===== config.mk =====
export PLATFORM = sky130hd
export DESIGN_NAME = tpc_ctrl
export DESIGN_NICKNAME = d
export VERILOG_FILES = /design/src/rtl/tpc_pkg.sv /design/src/rtl/tpc_ctrl.sv
export SDC_FILE = /design/constraint.sdc
export NUM_CORES = 1
export LEC_CHECK = 0
export BUFFER_PORTS_ARGS = -buffer_cell sky130_fd_sc_hd__clkbuf_2
export CORE_AREA = 2 2 39 41
export DETAILED_ROUTE_END_ITERATION = 16
export DIE_AREA = 0 0 41 43
export GPL_ROUTABILITY_DRIVEN = 0
export PLACE_DENSITY_LB_ADDON = 0.12
export SETUP_SLACK_MARGIN = 0.2
export SLEW_MARGIN = 25
export SYNTH_ARGS = -nofsm -noshare
export SYNTH_HDL_FRONTEND = slang
export SYNTH_SLANG_ARGS = --single-unit

===== constraint.sdc =====
create_clock -name clock -period 2.6 [get_ports clock]
set_input_delay 0.78 -clock clock [delete_from_list [all_inputs] [get_ports clock]]
set_output_delay 0.78 -clock clock [all_outputs]
set_load 0.01 [all_outputs]

===== src/rtl/tpc_pkg.sv =====
`timescale 1ns / 1ps

package tpc_pkg;

   // Defaults for the top-level parameters
   localparam int NODE_COUNT_DEFAULT     = 1024;
   localparam int ALPHABET_SIZE_DEFAULT  = 26;
   localparam int MAX_KEY_LENGTH_DEFAULT = 10;
   localparam int COUNT_WIDTH_DEFAULT    = 16;

   // Fixed field geometry
   localparam int LETTER_BITS    = 5;
   localparam int KEY_CHARS_W    = 50;
   localparam int KEY_LENGTH_W   = 4;
   localparam int PREFIX_COUNT_W = 16;

   localparam logic MODE_INSERT = 1'b0;
   localparam logic MODE_QUERY  = 1'b1;

   localparam logic KIND_ANSWER = 1'b0;
   localparam logic KIND_REJECT = 1'b1;

   typedef logic [LETTER_BITS-1:0] letter_type;

   // Controller -> datapath
   typedef struct packed {
      logic load_item;   // latch request, walk starts at the root
      logic calc_addr;   // link address from node and current letter
      logic alloc;       // new child: link it, count 1, step down
      logic follow;      // existing child: step down, count read issued
      logic count_inc;   // write back incremented count of current node
      logic clear_wr;    // zero one link entry of the clearing sweep
      logic post;        // load the result register
      logic post_kind;
      logic post_count;  // 1: count read data, 0: zero
   } tpc_cmd_type;

   // Datapath -> controller
   typedef struct packed {
      logic mode;
      logic len_zero;
      logic letters_bad;
      logic no_room;
      logic link_zero;
      logic last_level;
      logic clear_done;
      logic rsp_free;
   } tpc_status_type;

endpackage


===== src/rtl/tpc_ctrl.sv =====
`timescale 1ns / 1ps

module tpc_ctrl (
   input  logic                    clock,
   input  logic                    reset,
   input  logic                    req_valid,
   output logic                    req_ready,
   input  tpc_pkg::tpc_status_type status,
   output tpc_pkg::tpc_cmd_type    cmd
);
   import tpc_pkg::*;

   localparam logic [3:0] S_CLEAR  = 4'd0;
   localparam logic [3:0] S_IDLE   = 4'd1;
   localparam logic [3:0] S_CHECK  = 4'd2;
   localparam logic [3:0] S_CALC   = 4'd3;
   localparam logic [3:0] S_LINK   = 4'd4;
   localparam logic [3:0] S_EVAL   = 4'd5;
   localparam logic [3:0] S_CNT    = 4'd6;
   localparam logic [3:0] S_QREAD  = 4'd7;
   localparam logic [3:0] S_QDATA  = 4'd8;
   localparam logic [3:0] S_ZERO   = 4'd9;
   localparam logic [3:0] S_REJECT = 4'd10;

   logic [3:0] state_ff;
   logic [3:0] state_in;

   assign req_ready = (state_ff == S_IDLE);

   always_comb begin
      state_in = state_ff;
      cmd      = '0;
      case (state_ff)
         S_CLEAR: begin
            cmd.clear_wr = 1'b1;
            if (status.clear_done) begin
               state_in = S_IDLE;
            end
         end
         S_IDLE: begin
            if (req_valid) begin
               cmd.load_item = 1'b1;
               state_in      = S_CHECK;
            end
         end
         S_CHECK: begin
            if (status.mode == MODE_INSERT) begin
               if (status.len_zero || status.letters_bad) begin
                  state_in = S_IDLE;
               end else if (status.no_room) begin
                  state_in = S_REJECT;
               end else begin
                  state_in = S_CALC;
               end
            end else begin
               if (status.len_zero || status.letters_bad) begin
                  state_in = S_ZERO;
               end else begin
                  state_in = S_CALC;
               end
            end
         end
         S_CALC: begin
            cmd.calc_addr = 1'b1;
            state_in      = S_LINK;
         end
         S_LINK: begin
            state_in = S_EVAL;
         end
         S_EVAL: begin
            if (status.link_zero) begin
               if (status.mode == MODE_INSERT) begin
                  cmd.alloc = 1'b1;
                  state_in  = status.last_level ? S_IDLE : S_CALC;
               end else begin
                  state_in = S_ZERO;
               end
            end else begin
               cmd.follow = 1'b1;
               if (status.mode == MODE_INSERT) begin
                  state_in = S_CNT;
               end else begin
                  state_in = status.last_level ? S_QREAD : S_CALC;
               end
            end
         end
         S_CNT: begin
            cmd.count_inc = 1'b1;
            state_in      = status.len_zero ? S_IDLE : S_CALC;
         end
         S_QREAD: begin
            state_in = S_QDATA;
         end
         S_QDATA: begin
            if (status.rsp_free) begin
               cmd.post       = 1'b1;
               cmd.post_kind  = KIND_ANSWER;
               cmd.post_count = 1'b1;
               state_in       = S_IDLE;
            end
         end
         S_ZERO: begin
            if (status.rsp_free) begin
               cmd.post      = 1'b1;
               cmd.post_kind = KIND_ANSWER;
               state_in      = S_IDLE;
            end
         end
         S_REJECT: begin
            if (status.rsp_free) begin
               cmd.post      = 1'b1;
               cmd.post_kind = KIND_REJECT;
               state_in      = S_IDLE;
            end
         end
         default: begin
            state_in = S_CLEAR;
         end
      endcase
   end

   always_ff @(posedge clock) begin
      if (reset) begin
         state_ff <= S_CLEAR;
      end else begin
         state_ff <= state_in;
      end
   end

endmodule


==> out/metrics.yaml <==
critical_path:
  cp_max_fo: 16
  end_kind: "output pin"
  start_kind: "flip-flop"
  worst-path-buf-inv: 1
  required_ns: 1.82
  path_class: "flip-flop to output pin"
  worstPathCellList: "nor3b_1, nand2_1, nor2_1, clkbuf_2"
  cp_slowest_cell: "dfxtp_1"
  cp_slowest_stage_delay_ns: 0.60
  critical-path-top-delay-family: "flip-flops"
  worstPathArrival_ns: 1.43
power_and_ir_drop:
  pwr-share-comb: 0.459
  leakage_nw: 0.232
  p_sw_uw: 113
  intPower_uw: 188
  pwr-share-seq: 0.289
  ir_drop_uv: 212
  netSwitchingFraction: 0.375
  powerDensity_nw_per_um2: 549
  p_clk_frac: 0.253
detailed_routing:
  first_pass_iters: 2
  vias: 490
  via_per_inst: 5.21
  drcViolationCount: 0
  totalWireLength_mm: 1.08
  ant_nets: 0
  avgRoutedWirePerCell_um: 11.5
  dr.first_iter.drc_count: 5
outcome:
  outcome: "finished clean"
clock_network:
  cts_tree: "yes"
  cts_resized: 0
  cts-root-buf: "clkbuf_4"
  postCtsHoldBufs: 0
  cts_setup_buffers: 0
  clk_latency_ns: 0.23
  cts_max_path_buffers: 2
  ctsHtreeMaxLevel: 1
  cts.sinks: 4
  path_clk_slew_ns: 0.04
  cts_buffers: 3
sta:
  setup_violations: 0
  rsz0062_at_grt: "no"
  final.setup.worst_slack_ns: 0.391
  worst_slew_pin_slew_ns: 0.503
  fin_setup_tns_ns: 0
  fmax_ghz: 0.453
  layout_min_cycle_time_ns: 2.21
  slew_violations: 0
  post-route-period-util: 0.850
  skew_ns: 0.00440
  hold_viol: 0
  maxSlewHeadroom: 0.663
  fin_hold_ws_ns: 0.638
finish:
  top_register: "state_ff"
  top_regs: "state_ff: 4 flops"
  num-nets-final: 91
  final_cell_mix: "20 x clkbuf_2, 5 x nand2b_1, 5 x nor2_1, 5 x nor3_1, 5 x a21oi_1"
  syn2layout_area_growth_pct: 34.4
  antenna_cells: 0
  drive_gt1_frac: 0.372
  final_util: 0.396
  final_common_cell: "clkbuf_2"
  stdcell_count: 94
  largest_reg_flops: 4
synthesis:
  ys_top_cells_by_area: "dfxtp_1 20%, nand2b_1 7.7%, a21oi_1 6.1%"
  yosysSeqAreaShare: 0.196
  synth_top_area_cell: "dfxtp_1"
  ys_ff_latch: 4
  synthCells: 57
  synth_area_um2: 408
  yosysWarningCount: 0
  syn_area_per_cell_um2: 7.16
  ys_types: 28
  synth.net_count: 68
  synth.top_cell.area_share: 0.196
global_route:
  grt_use_total: 0.143
  overflow: 0
  first_global_vias: 406
  grt_antenna_before_repair: 0
  grt_pass1_wl_mm: 1.77
  grt_max_degree: 17
die:
  std_cell_rows: 14
  die_h_um: 43
  die_w_um: 41
  coreArea_um2: 1380
  boundaryPins: 21
  die_area_um2: 1760
  start_util: 0.295
placed_design:
  hpwl_um: 808
  placed_cells: 91
  dp_slack_ns: 0.431
  io_buffers: 20
run:
  drv_cap: 0
worst_hold_path:
  hp-class: "flip-flop to flip-flop"
-- tightest hold or removal path: stages (launching register included) --
cell and delay, ns:
dfxtp_1 0.30, buf_4 0.17, nand2_1 0.06, a21oi_1 0.05
-- final cells by class --
| type | instances | area, um^2 |
|---|---|---|
| clock buffer | 3 | 22.5 |
| fill | 156 | 836 |
| multi-input combinational | 49 | 310 |
| sequential | 4 | 80.1 |
| tap | 16 | 20.0 |
| timing repair buffer | 22 | 115 |
-- cell families after synthesis --
kind of cell           count (synthesis)  synth area share
AND/OR/NAND/NOR                       33             0.491
multiplexers                           1            0.0276
buffers and inverters                  4            0.0429
flip-flops                             4             0.196
AO/OA/AOI/OAI                         15             0.242
-- through the flow --
stage / power (mW) / cell area, um^2
after CTS: 0.307 / 548
after floorplan: 0.179 / 408
after global routing: 0.331 / 548
after global placement: 0.228 / 526
after detailed placement: 0.229 / 526
final: 0.301 / 548
-- synthesized netlist by cell type (all sizes together) --
cell and count:
nand2 4, or3b 2, nand3b 3, or4b 1, nand2b 5, o32ai 1
and2 2, clkbuf 1, nor4b 1, o211ai 1, a21oi 5, nor3 5
buf 3, nand3 1, a21o 1, o21ai 2, or3 1, a31oi 1
nor3b 2, nor4 1, mux2 1, nor2 5, a211o 1, o22ai 1
a211oi 1, a2111o 1, dfxtp 4
-- final timing paths --
kind | start | to | slack, ns | cells after the start
worst max-delay path | state_ff[2] | cmd[6] | 0.39 | 4
worst min-delay path | state_ff[0] | state_ff[0] | 0.64 | 3
worst max register to register | state_ff[2] | state_ff[0] | 1.00 | 4
worst min register to register | state_ff[0] | state_ff[0] | 0.64 | 3
-- metal layers --
layer | vias up | GRT usage | part of all wire
met2 | 13 | 0.194 | 0.46
li1 | 260 | - | -
met1 | 217 | 0.202 | 0.49
met4 | 0 | 0.0800 | 0
met3 | 0 | 0.0314 | 0.052
met5 | - | 0 | 0
-- power by group through the flow --
stage	Combinational, mW	Clock (mW)	Sequential, mW
floorplan	0.100	0	0.0791
global placement	0.140	0	0.0877
detailed placement	0.140	0	0.0881
CTS	0.141	0.0797	0.0870
global route	0.155	0.0867	0.0900
finish	0.138	0.0760	0.0869
Note: power is estimated with default switching activity, not from simulation.
